==> src/hdl/crtc_pkg.sv <==
package crtc_pkg;

    localparam int REG_COUNT   = 18;
    localparam int VSYNC_WIDTH = 16;
    localparam int ADDR_BITS   = 14;
    localparam int VS_BITS     = (VSYNC_WIDTH > 1) ? $clog2(VSYNC_WIDTH) : 1;

    typedef logic [1:0]           t_cmd;
    typedef logic [4:0]           t_reg_idx;
    typedef logic [7:0]           t_byte;
    typedef logic [ADDR_BITS-1:0] t_addr;
    typedef logic [4:0]           t_raster;

    localparam t_cmd CMD_TICK  = 2'd0;
    localparam t_cmd CMD_WRITE = 2'd1;
    localparam t_cmd CMD_READ  = 2'd2;
    localparam t_cmd CMD_LATCH = 2'd3;

    localparam t_reg_idx REG_HTOTAL     = 5'd0;
    localparam t_reg_idx REG_HDISP      = 5'd1;
    localparam t_reg_idx REG_HSYNC_POS  = 5'd2;
    localparam t_reg_idx REG_SYNC_WIDTH = 5'd3;
    localparam t_reg_idx REG_VTOTAL     = 5'd4;
    localparam t_reg_idx REG_VADJ       = 5'd5;
    localparam t_reg_idx REG_VDISP      = 5'd6;
    localparam t_reg_idx REG_VSYNC_POS  = 5'd7;
    localparam t_reg_idx REG_MODE       = 5'd8;
    localparam t_reg_idx REG_MAX_RASTER = 5'd9;
    localparam t_reg_idx REG_CUR_START  = 5'd10;
    localparam t_reg_idx REG_CUR_END    = 5'd11;
    localparam t_reg_idx REG_START_HI   = 5'd12;
    localparam t_reg_idx REG_START_LO   = 5'd13;
    localparam t_reg_idx REG_CUR_HI     = 5'd14;
    localparam t_reg_idx REG_CUR_LO     = 5'd15;
    localparam t_reg_idx REG_PEN_HI     = 5'd16;
    localparam t_reg_idx REG_PEN_LO     = 5'd17;

    localparam logic [1:0] BLINK_OFF  = 2'd1;
    localparam logic [1:0] BLINK_FAST = 2'd2;
    localparam logic [1:0] BLINK_SLOW = 2'd3;

    typedef struct packed {
        t_byte        read_data;
        t_addr        ma;
        t_raster      ra;
        logic [7:0]   hcc;
        logic [6:0]   vcc;
        logic         de;
        logic         hsync;
        logic         vsync;
        logic         cursor;
        logic         hborder;
        logic         vborder;
    } t_result;

    // Writable bits of each register.
    function automatic t_byte reg_mask(t_reg_idx idx);
        t_byte m;
        case (idx)
            REG_VTOTAL, REG_VDISP, REG_VSYNC_POS, REG_CUR_START: m = 8'h7f;
            REG_VADJ, REG_MAX_RASTER, REG_CUR_END:              m = 8'h1f;
            REG_MODE:                                           m = 8'h03;
            REG_START_HI, REG_CUR_HI, REG_PEN_HI:               m = 8'h3f;
            default:                                            m = 8'hff;
        endcase
        return m;
    endfunction

endpackage

==> src/hdl/crtc_if.sv <==
interface crtc_in_if;
    import crtc_pkg::*;
    logic     valid;
    logic     ready;
    t_cmd     cmd;
    t_reg_idx reg_index;
    t_byte    write_data;

    modport source (output valid, output cmd, output reg_index, output write_data,
                    input ready);
    modport sink   (input valid, input cmd, input reg_index, input write_data,
                    output ready);
endinterface

interface crtc_out_if;
    import crtc_pkg::*;
    logic       valid;
    logic       ready;
    t_byte      read_data;
    t_addr      ma;
    t_raster    ra;
    logic [7:0] hcc;
    logic [6:0] vcc;
    logic       de;
    logic       hsync;
    logic       vsync;
    logic       cursor;
    logic       hborder;
    logic       vborder;

    modport source (output valid, output read_data, output ma, output ra, output hcc,
                    output vcc, output de, output hsync, output vsync, output cursor,
                    output hborder, output vborder, input ready);
    modport sink   (input valid, input read_data, input ma, input ra, input hcc,
                    input vcc, input de, input hsync, input vsync, input cursor,
                    input hborder, input vborder, output ready);
endinterface

==> src/hdl/crt_controller_timing_core.sv <==
// CRT timing controller core.
// The input channel i_in carries one command per transfer: a character-clock
// tick, a masked register write, a register read or a light-pen latch.
// Every accepted command yields exactly one result on o_out, holding the
// refresh address, raster line, both character counters, the sync pulses,
// display enable, the border flags, the cursor and, for a read, the data.
// The result is loaded into the output register at the edge of the input
// transfer and is offered on o_out from there. Throughput is one command per
// cycle while the receiver takes results, set by the single pass of
// next-state logic between the state registers and the result register.
// i_in.ready is high whenever the output register is empty or is being
// emptied in the same cycle. While the receiver stalls, the result holds and
// i_in.ready stays low, so the next command waits with the sender.
// Reset (synchronous, active low) clears the register file, all counters,
// addresses and sync state, sets the cursor blink phase to visible and
// empties the output register.
module crt_controller_timing_core (
    input  logic        i_clk,
    input  logic        i_rst_n,
    crtc_in_if.sink     i_in,
    crtc_out_if.source  o_out
);
    import crtc_pkg::*;

    t_byte       r_regs [REG_COUNT];
    t_byte       n_regs [REG_COUNT];
    logic [7:0]  r_hcc, n_hcc;
    logic [6:0]  r_row, n_row;
    logic [4:0]  r_line, n_line;
    logic        r_adj, n_adj;
    logic [5:0]  r_adj_cnt, n_adj_cnt;
    t_addr       r_ma, n_ma;
    t_addr       r_row_base, n_row_base;
    logic        r_hs, n_hs;
    logic [4:0]  r_hs_rem, n_hs_rem;
    logic        r_vs, n_vs;
    logic [VS_BITS-1:0] r_vs_lines, n_vs_lines;
    logic [3:0]  r_frame, n_frame;
    logic        r_odd, n_odd;
    logic        r_blink, n_blink;
    logic        r_valid;
    t_result     r_res, n_res;

    logic        accept;
    logic        end_of_line;
    logic        at_max_raster;
    logic        do_frame;
    logic        do_vcheck;
    t_addr       next_addr;
    t_addr       start_addr;
    t_addr       cur_addr;
    t_raster     ra_now;
    t_raster     ra_out;
    t_raster     cur_s;
    t_raster     cur_e;
    logic [1:0]  blink_mode;
    logic [3:0]  hs_width;
    logic        hen;
    logic        ven;
    logic        vis;

    function automatic t_raster ra_of(t_byte mode, logic [4:0] line, logic odd);
        return (mode[1:0] == 2'b11) ? {line[3:0], odd} : line;
    endfunction

    assign accept       = i_in.valid && i_in.ready;
    assign i_in.ready   = !r_valid || o_out.ready;

    always_comb begin
        n_regs     = r_regs;
        n_hcc      = r_hcc;
        n_row      = r_row;
        n_line     = r_line;
        n_adj      = r_adj;
        n_adj_cnt  = r_adj_cnt;
        n_ma       = r_ma;
        n_row_base = r_row_base;
        n_hs       = r_hs;
        n_hs_rem   = r_hs_rem;
        n_vs       = r_vs;
        n_vs_lines = r_vs_lines;
        n_frame    = r_frame;
        n_odd      = r_odd;
        n_blink    = r_blink;
        n_res      = r_res;
        n_res.read_data = '0;

        ra_now        = ra_of(r_regs[REG_MODE], r_line, r_odd);
        end_of_line   = (r_hcc == r_regs[REG_HTOTAL]);
        at_max_raster = ({3'b000, ra_now} == r_regs[REG_MAX_RASTER]);
        next_addr     = r_ma + t_addr'(1);
        start_addr    = t_addr'({r_regs[REG_START_HI], r_regs[REG_START_LO]});
        blink_mode    = r_regs[REG_CUR_START][6:5];
        hs_width      = r_regs[REG_SYNC_WIDTH][3:0];
        do_frame      = 1'b0;
        do_vcheck     = 1'b0;

        case (i_in.cmd)
            CMD_TICK: begin
                if (r_hs) begin
                    if (r_hs_rem > 5'd1) begin
                        n_hs_rem = r_hs_rem - 5'd1;
                    end else begin
                        n_hs_rem = '0;
                        n_hs     = 1'b0;
                    end
                end
                // Row base is captured just past the displayed part of the
                // last raster line of a row.
                if (at_max_raster && ({1'b0, r_hcc} + 9'd1 == {1'b0, r_regs[REG_HDISP]})) begin
                    n_row_base = next_addr;
                end
                n_hcc = end_of_line ? 8'd0 : r_hcc + 8'd1;
                n_ma  = next_addr;
                if (end_of_line) begin
                    n_ma = n_row_base;
                    if (r_vs) begin
                        if (r_vs_lines == VS_BITS'(VSYNC_WIDTH - 1)) begin
                            n_vs_lines = '0;
                            n_vs       = 1'b0;
                        end else begin
                            n_vs_lines = r_vs_lines + VS_BITS'(1);
                        end
                    end
                    if (r_adj) begin
                        n_adj_cnt = r_adj_cnt + 6'd1;
                        n_line    = r_line + 5'd1;
                        if ({2'b00, n_adj_cnt} >= r_regs[REG_VADJ]) begin
                            do_frame = 1'b1;
                        end
                    end else if (!at_max_raster) begin
                        n_line = r_line + 5'd1;
                    end else begin
                        n_line = '0;
                        if ({1'b0, r_row} == r_regs[REG_VTOTAL]) begin
                            if (r_regs[REG_VADJ] != 8'd0) begin
                                n_adj     = 1'b1;
                                n_adj_cnt = '0;
                            end else begin
                                do_frame = 1'b1;
                            end
                        end else begin
                            n_row     = r_row + 7'd1;
                            do_vcheck = 1'b1;
                        end
                    end
                    if (do_frame) begin
                        n_frame = r_frame + 4'd1;
                        if (r_regs[REG_MODE][0]) begin
                            n_odd = !r_odd;
                        end
                        n_adj      = 1'b0;
                        n_adj_cnt  = '0;
                        n_row      = '0;
                        n_line     = '0;
                        n_ma       = start_addr;
                        n_row_base = start_addr;
                        n_vs       = 1'b0;
                        n_vs_lines = '0;
                        case (blink_mode)
                            BLINK_FAST: begin
                                if (n_frame[2:0] == 3'd0) n_blink = !r_blink;
                            end
                            BLINK_SLOW: begin
                                if (n_frame == 4'd0) n_blink = !r_blink;
                            end
                            default: n_blink = 1'b1;
                        endcase
                        do_vcheck = 1'b1;
                    end
                    if (do_vcheck && !n_vs && !n_adj && n_line == 5'd0 &&
                        {1'b0, n_row} == r_regs[REG_VSYNC_POS]) begin
                        n_vs       = 1'b1;
                        n_vs_lines = '0;
                    end
                end
                if (!n_hs && n_hcc == r_regs[REG_HSYNC_POS]) begin
                    n_hs     = 1'b1;
                    n_hs_rem = (hs_width != 4'd0) ? {1'b0, hs_width} : 5'd16;
                end
            end
            CMD_WRITE: begin
                if (i_in.reg_index < t_reg_idx'(REG_COUNT) &&
                    i_in.reg_index != REG_PEN_HI && i_in.reg_index != REG_PEN_LO) begin
                    n_regs[i_in.reg_index] = i_in.write_data & reg_mask(i_in.reg_index);
                end
            end
            CMD_READ: begin
                if (i_in.reg_index >= REG_CUR_HI && i_in.reg_index <= REG_PEN_LO) begin
                    n_res.read_data = r_regs[i_in.reg_index];
                end else begin
                    n_res.read_data = 8'hff;
                end
            end
            default: begin
                n_regs[REG_PEN_HI] = {2'b00, r_ma[13:8]};
                n_regs[REG_PEN_LO] = r_ma[7:0];
            end
        endcase

        // Outputs reflect the state after this command.
        ra_out   = ra_of(n_regs[REG_MODE], n_line, n_odd);
        hen      = (n_hcc < n_regs[REG_HDISP]);
        ven      = !n_adj && ({1'b0, n_row} < n_regs[REG_VDISP]);
        cur_s    = n_regs[REG_CUR_START][4:0];
        cur_e    = n_regs[REG_CUR_END][4:0];
        cur_addr = t_addr'({n_regs[REG_CUR_HI], n_regs[REG_CUR_LO]});
        vis      = (cur_s <= cur_e) ? (ra_out >= cur_s && ra_out <= cur_e)
                                    : (ra_out >= cur_s || ra_out <= cur_e);

        n_res.ma      = n_ma;
        n_res.ra      = ra_out;
        n_res.hcc     = n_hcc;
        n_res.vcc     = n_row;
        n_res.de      = hen && ven;
        n_res.hsync   = n_hs;
        n_res.vsync   = n_vs;
        n_res.hborder = !hen;
        n_res.vborder = !ven;
        case (n_regs[REG_CUR_START][6:5])
            BLINK_OFF:              n_res.cursor = 1'b0;
            BLINK_FAST, BLINK_SLOW: n_res.cursor = vis && (n_ma == cur_addr) && n_blink;
            default:                n_res.cursor = vis && (n_ma == cur_addr);
        endcase
    end

    always_ff @(posedge i_clk) begin
        if (!i_rst_n) begin
            for (int i = 0; i < REG_COUNT; i++) begin
                r_regs[i] <= '0;
            end
            r_hcc      <= '0;
            r_row      <= '0;
            r_line     <= '0;
            r_adj      <= 1'b0;
            r_adj_cnt  <= '0;
            r_ma       <= '0;
            r_row_base <= '0;
            r_hs       <= 1'b0;
            r_hs_rem   <= '0;
            r_vs       <= 1'b0;
            r_vs_lines <= '0;
            r_frame    <= '0;
            r_odd      <= 1'b0;
            r_blink    <= 1'b1;
            r_valid    <= 1'b0;
        end else begin
            if (accept) begin
                r_regs     <= n_regs;
                r_hcc      <= n_hcc;
                r_row      <= n_row;
                r_line     <= n_line;
                r_adj      <= n_adj;
                r_adj_cnt  <= n_adj_cnt;
                r_ma       <= n_ma;
                r_row_base <= n_row_base;
                r_hs       <= n_hs;
                r_hs_rem   <= n_hs_rem;
                r_vs       <= n_vs;
                r_vs_lines <= n_vs_lines;
                r_frame    <= n_frame;
                r_odd      <= n_odd;
                r_blink    <= n_blink;
                r_valid    <= 1'b1;
            end else if (o_out.ready) begin
                r_valid    <= 1'b0;
            end
        end
    end

    always_ff @(posedge i_clk) begin
        if (accept) begin
            r_res <= n_res;
        end
    end

    assign o_out.valid     = r_valid;
    assign o_out.read_data = r_res.read_data;
    assign o_out.ma        = r_res.ma;
    assign o_out.ra        = r_res.ra;
    assign o_out.hcc       = r_res.hcc;
    assign o_out.vcc       = r_res.vcc;
    assign o_out.de        = r_res.de;
    assign o_out.hsync     = r_res.hsync;
    assign o_out.vsync     = r_res.vsync;
    assign o_out.cursor    = r_res.cursor;
    assign o_out.hborder   = r_res.hborder;
    assign o_out.vborder   = r_res.vborder;

endmodule

==> src/flat_wrapper.sv <==
// flat-port wrapper written by rule: the top's interface ports become plain ports
module crt_controller_timing_core_flat import crtc_pkg::*;
  (i_clk, i_rst_n, i_in_valid, i_in_cmd, i_in_reg_index, i_in_write_data, i_in_ready, o_out_valid, o_out_read_data, o_out_ma, o_out_ra, o_out_hcc, o_out_vcc, o_out_de, o_out_hsync, o_out_vsync, o_out_cursor, o_out_hborder, o_out_vborder, o_out_ready);
  crtc_in_if i_in_i ();
  crtc_out_if o_out_i ();
  input  logic i_clk;
  input  logic i_rst_n;
  input wire logic [$bits(i_in_i.valid)-1:0] i_in_valid;
  input wire logic [$bits(i_in_i.cmd)-1:0] i_in_cmd;
  input wire logic [$bits(i_in_i.reg_index)-1:0] i_in_reg_index;
  input wire logic [$bits(i_in_i.write_data)-1:0] i_in_write_data;
  output wire logic [$bits(i_in_i.ready)-1:0] i_in_ready;
  output wire logic [$bits(o_out_i.valid)-1:0] o_out_valid;
  output wire logic [$bits(o_out_i.read_data)-1:0] o_out_read_data;
  output wire logic [$bits(o_out_i.ma)-1:0] o_out_ma;
  output wire logic [$bits(o_out_i.ra)-1:0] o_out_ra;
  output wire logic [$bits(o_out_i.hcc)-1:0] o_out_hcc;
  output wire logic [$bits(o_out_i.vcc)-1:0] o_out_vcc;
  output wire logic [$bits(o_out_i.de)-1:0] o_out_de;
  output wire logic [$bits(o_out_i.hsync)-1:0] o_out_hsync;
  output wire logic [$bits(o_out_i.vsync)-1:0] o_out_vsync;
  output wire logic [$bits(o_out_i.cursor)-1:0] o_out_cursor;
  output wire logic [$bits(o_out_i.hborder)-1:0] o_out_hborder;
  output wire logic [$bits(o_out_i.vborder)-1:0] o_out_vborder;
  input wire logic [$bits(o_out_i.ready)-1:0] o_out_ready;
  assign i_in_i.valid = i_in_valid;
  assign i_in_i.cmd = i_in_cmd;
  assign i_in_i.reg_index = i_in_reg_index;
  assign i_in_i.write_data = i_in_write_data;
  assign i_in_ready = i_in_i.ready;
  assign o_out_valid = o_out_i.valid;
  assign o_out_read_data = o_out_i.read_data;
  assign o_out_ma = o_out_i.ma;
  assign o_out_ra = o_out_i.ra;
  assign o_out_hcc = o_out_i.hcc;
  assign o_out_vcc = o_out_i.vcc;
  assign o_out_de = o_out_i.de;
  assign o_out_hsync = o_out_i.hsync;
  assign o_out_vsync = o_out_i.vsync;
  assign o_out_cursor = o_out_i.cursor;
  assign o_out_hborder = o_out_i.hborder;
  assign o_out_vborder = o_out_i.vborder;
  assign o_out_i.ready = o_out_ready;
  crt_controller_timing_core u_core (.i_clk(i_clk), .i_rst_n(i_rst_n), .i_in(i_in_i), .o_out(o_out_i));
endmodule
==> config.mk <==
export PLATFORM = sky130hd
export DESIGN_NAME = crt_controller_timing_core_flat
export DESIGN_NICKNAME = d
export VERILOG_FILES = /design/src/hdl/crtc_pkg.sv /design/src/hdl/crtc_if.sv /design/src/hdl/crt_controller_timing_core.sv /design/src/flat_wrapper.sv
export SDC_FILE = /design/constraint.sdc
export NUM_CORES = 1
export LEC_CHECK = 0
export ABC_AREA = 1
export BUFFER_PORTS_ARGS = -buffer_cell sky130_fd_sc_hd__buf_2
export CAP_MARGIN = 20
export CORE_ASPECT_RATIO = 1.25
export CORE_UTILIZATION = 25
export CTS_CLUSTER_SIZE = 40
export DETAILED_ROUTE_END_ITERATION = 7
export GPL_ROUTABILITY_DRIVEN = 1
export HOLD_SLACK_MARGIN = 0.15
export PLACE_DENSITY = 0.37
export SLEW_MARGIN = 5
export SYNTH_ARGS = -nofsm -noshare
export SYNTH_HDL_FRONTEND = slang
export SYNTH_SLANG_ARGS = --single-unit
==> constraint.sdc <==
create_clock -name i_clk -period 4.7 [get_ports i_clk]
set_input_delay 0.235 -clock i_clk [delete_from_list [all_inputs] [get_ports i_clk]]
set_output_delay 0.235 -clock i_clk [all_outputs]
set_load 0.01 [all_outputs]
==> impl_metrics.tcl <==
set metrics [dict create \
    status "finished, final reports clean" \
    yosysSeqAreaShare 0.391 \
    cts_sinks 262 \
    synth_edf_count 48 \
    final_cells 2916 \
    yosysMostFrequentCell "nand2_1" \
    max_cap_violations 0 \
    critPathArrivalTime_ns 4.48 \
    grt_usage 0.182 \
    cp-end-kind "flop" \
    final_area_um2 16900 \
    grt_pass1_vias 12926 \
    synthDistinctLibCells 48 \
    hold_end "u_core.r_regs[140]" \
    design.die.area_um2 59500 \
    netlist_top_cells_count "nand2_1 (451), inv_1 (291), o21ai_0 (223)" \
    start_util 0.254 \
    reg2regPathDepth 31 \
    critPathLaunchType "flop" \
    netlist_area_um2 14600 \
    io_pins 69 \
    placeableCoreArea_um2 57500 \
    synth-compound-area-share 0.194 \
    synthToLayoutAreaGrowth_pct 15.6 \
    worst_slew_pin_slew_ns 0.893 \
    power_mw 6.13 \
    fillers 6265 \
    reg2reg_to "u_core.o_out.cursor" \
    whs_path_depth 3 \
    critPathRequiredTime_ns 5.04 \
    total_leakage_power_nw 7.63 \
    cts_tree "done" \
    async_flop_share 0 \
    numCtsBuffers 31 \
    final_antenna_net_count 0 \
    synth_warnings 0 \
    synth_nets 2149 \
    avgSynthCellArea_um2 7.01 \
    fin_crit_sh 0.881 \
    place_inst 2852 \
    hold_violations 0 \
    routed_wl_um 54700 \
    grt_pass1_wl_um 81700 \
    viasPerCell 4.66 \
    setup_viol 0 \
    wl_met2_um 27600 \
    setup_slack_ns 0.559 \
    die_h_um 273 \
    cts_buffer_depth 3 \
    drive_above_1_share 0.110 \
    rows 98 \
    root_buffer "clkbuf_16" \
    reg2reg_from "u_core.r_adj_cnt[0]" \
    relSlewSlack 0.404 \
    seq_area_um2 5730 \
    cpMostUsedCell "nand2_1" \
    synth.mux.area_fraction 0 \
    die_w_um 218 \
    vias 13580 \
    post-synth-top-area-cell "dfxtp_1" \
    synthTopCellsByArea "dfxtp_1 (29%), nand2_1 (12%), edfxtp_1 (9.8%)" \
    hp-start "i_in_write_data[4]" \
    antenna_found_initial 1 \
    first_pass_iters 5 \
    tns_ns 0 \
    clk_latency_ns 0.59 \
    top_layer "met4" \
    dpl.hpwl_um 40300 \
    first_iter_violations 777 \
    rsz0062_at_grt "false" \
    path_class "reg2reg" \
    wl_per_cell_um 18.8 \
    port_buffers 68 \
    grt_max_degree 95 \
    synthSimpleGateAreaFrac 0.248 \
    pre_cts_ws_ns 0.327 \
    synth_xor_area_frac 0.0239 \
    overflow 0 \
    route.met3.wl_um 1900 \
    multi_input_area_um2 7380 \
    post-route-min-period_ns 4.14 \
    fin_skew_ns 0.00861 \
    gp_congestion 0.853 \
    synth_fa_ha_area_frac 0.0368 \
    n_antenna_cell 0 \
    crit_path_max_incr_delay_ns 0.38 \
    netlist_instances 2087 \
    synth_top_family_by_area "simple AND/OR/NAND/NOR gates" \
    post_dp_cell_area_um2 15800 \
    htreeDepth 1 \
    slowest_stage "dfxtp_2" \
    synth_top_cell_area_share 0.293 \
    synthFlopType "dfxtp_1" \
    reg2reg_slack_ns 0.56 \
    power_density_nw_per_um2 362 \
    ir_drop_mv 0.220 \
    fmax_mhz 241 \
    ys_ff_latch 262 \
    crit_fanout 5 \
    drc_errors 0 \
    drv_slew 0 \
    min_path_type "in2reg" \
    fin_nets 2203 \
    drt-met1-wl_um 23000 \
    clk_pin_slew_ns 0.06 \
]
[final cells by class]
cell class,instances,share of cell area
Tap cell,750,0.0554
Multi-Input combinational cell,1431,0.436
Clock buffer,40,0.0508
Inverter,300,0.0668
Timing Repair Buffer,115,0.0421
Clock inverter,18,0.0104
Sequential cell,262,0.338
[critical path, delay by kind of cell (launching register included)]
family / cells / cell delay (ns)
AOI/OAI and AO/OA: 7 / 0.93
xor gates and xnor gates: 2 / 0.33
adders and majority gates: 2 / 0.57
buffers and inverters: 2 / 0.13
DFF: 1 / 0.38
and+or+nand+nor: 18 / 1.54
[layer usage]
metal	GRT usage	up-vias
met2	0.328	238
met4	0.0756	0
met3	0.0228	83
met1	0.216	6259
li1	-	7000
met5	0	-
[through the flow]
step,utilization,hold WS [ns]
2_1_floorplan,-,0.415
3_3_place_gp,0.275,0.421
3_5_place_dp,0.275,0.425
4_1_cts,0.294,0.185
5_1_grt,0.294,0.213
6_report,0.294,0.209
[state kept, by name, summed over array words and instances, names as in the netlist, 2 cells and up]
| signal | flops |
|---|---|
| u_core.r_hcc | 8 |
| u_core.r_row_base | 14 |
| u_core.r_regs | 135 |
| u_core.r_frame | 4 |
| u_core.r_hs_rem | 5 |
| u_core.r_row | 7 |
| u_core.hs_width | 4 |
| u_core.r_adj_cnt | 6 |
| u_core.r_line | 5 |
| u_core.r_ma | 14 |
| u_core.o_out.read_data | 8 |
| u_core.o_out.vcc | 7 |
| u_core.o_out.ma | 14 |
| u_core.o_out.ra | 5 |
| u_core.blink_mode | 2 |
| u_core.o_out.hcc | 8 |
| u_core.r_vs_lines | 4 |
[cells by family (layout without fill, tap and decap cells)]
logic type / count (synthesis) / after routing
xor+xnor: 40 / 40
simple gates: 839 / 839
fa+ha+maj: 43 / 43
flops: 262 / 262
compound gates: 509 / 509
buf+inv: 394 / 473
[worst max path at each step]
stage	from	end	slack, ns	depth (start not counted)
floorplan	u_core.r_adj_cnt[0]	u_core.o_out.cursor	0.70	32
global placement	u_core.r_adj_cnt[0]	u_core.o_out.cursor	0.33	31
detailed placement	u_core.r_adj_cnt[0]	u_core.o_out.cursor	0.33	31
CTS	u_core.r_adj_cnt[0]	u_core.o_out.cursor	0.30	31
global route	u_core.r_adj_cnt[0]	u_core.o_out.cursor	0.04	31
finish	u_core.r_adj_cnt[0]	u_core.o_out.cursor	0.56	31
[timing repair]
item,4_1_cts,5_1_grt
hold buffers,3,0
hold endpoints to repair,3,0
setup buffers,0,1
setup endpoints to repair,0,1
resized for setup,0,6
[report_power, final]
group	switching, mW	internal, mW
clock network	1.05	1.45
logic	0.802	0.350
registers	0.0777	2.40
total	1.93	4.20
[placed cells by master (no fill, tap or decap), types with 4 or more instances in the layout]
cell type and count:
nor3_1 21, edfxtp_1 48, dfxtp_1 212, clkbuf_8 5
nand3b_1 8, o21ai_1 6, a211oi_1 16, ha_1 43
o221ai_1 17, nor2_1 156, nand3_1 114, nor3b_1 4
o22ai_1 17, o21a_1 7, nor2_4 4, buf_4 42
nand4_1 14, a31oi_1 24, clkbuf_1 4, buf_2 67
clkbuf_16 31, a21oi_1 157, or2_2 9, nand2_1 449
nor2_2 18, nor4_1 4, a22oi_1 13, o21ai_0 222
inv_1 290, o211ai_1 20, xor2_1 30, xnor2_1 10
clkinv_1 7, clkinv_2 10, nand3_2 4, nand2_2 27
Note: power is estimated with default switching activity, not from simulation.
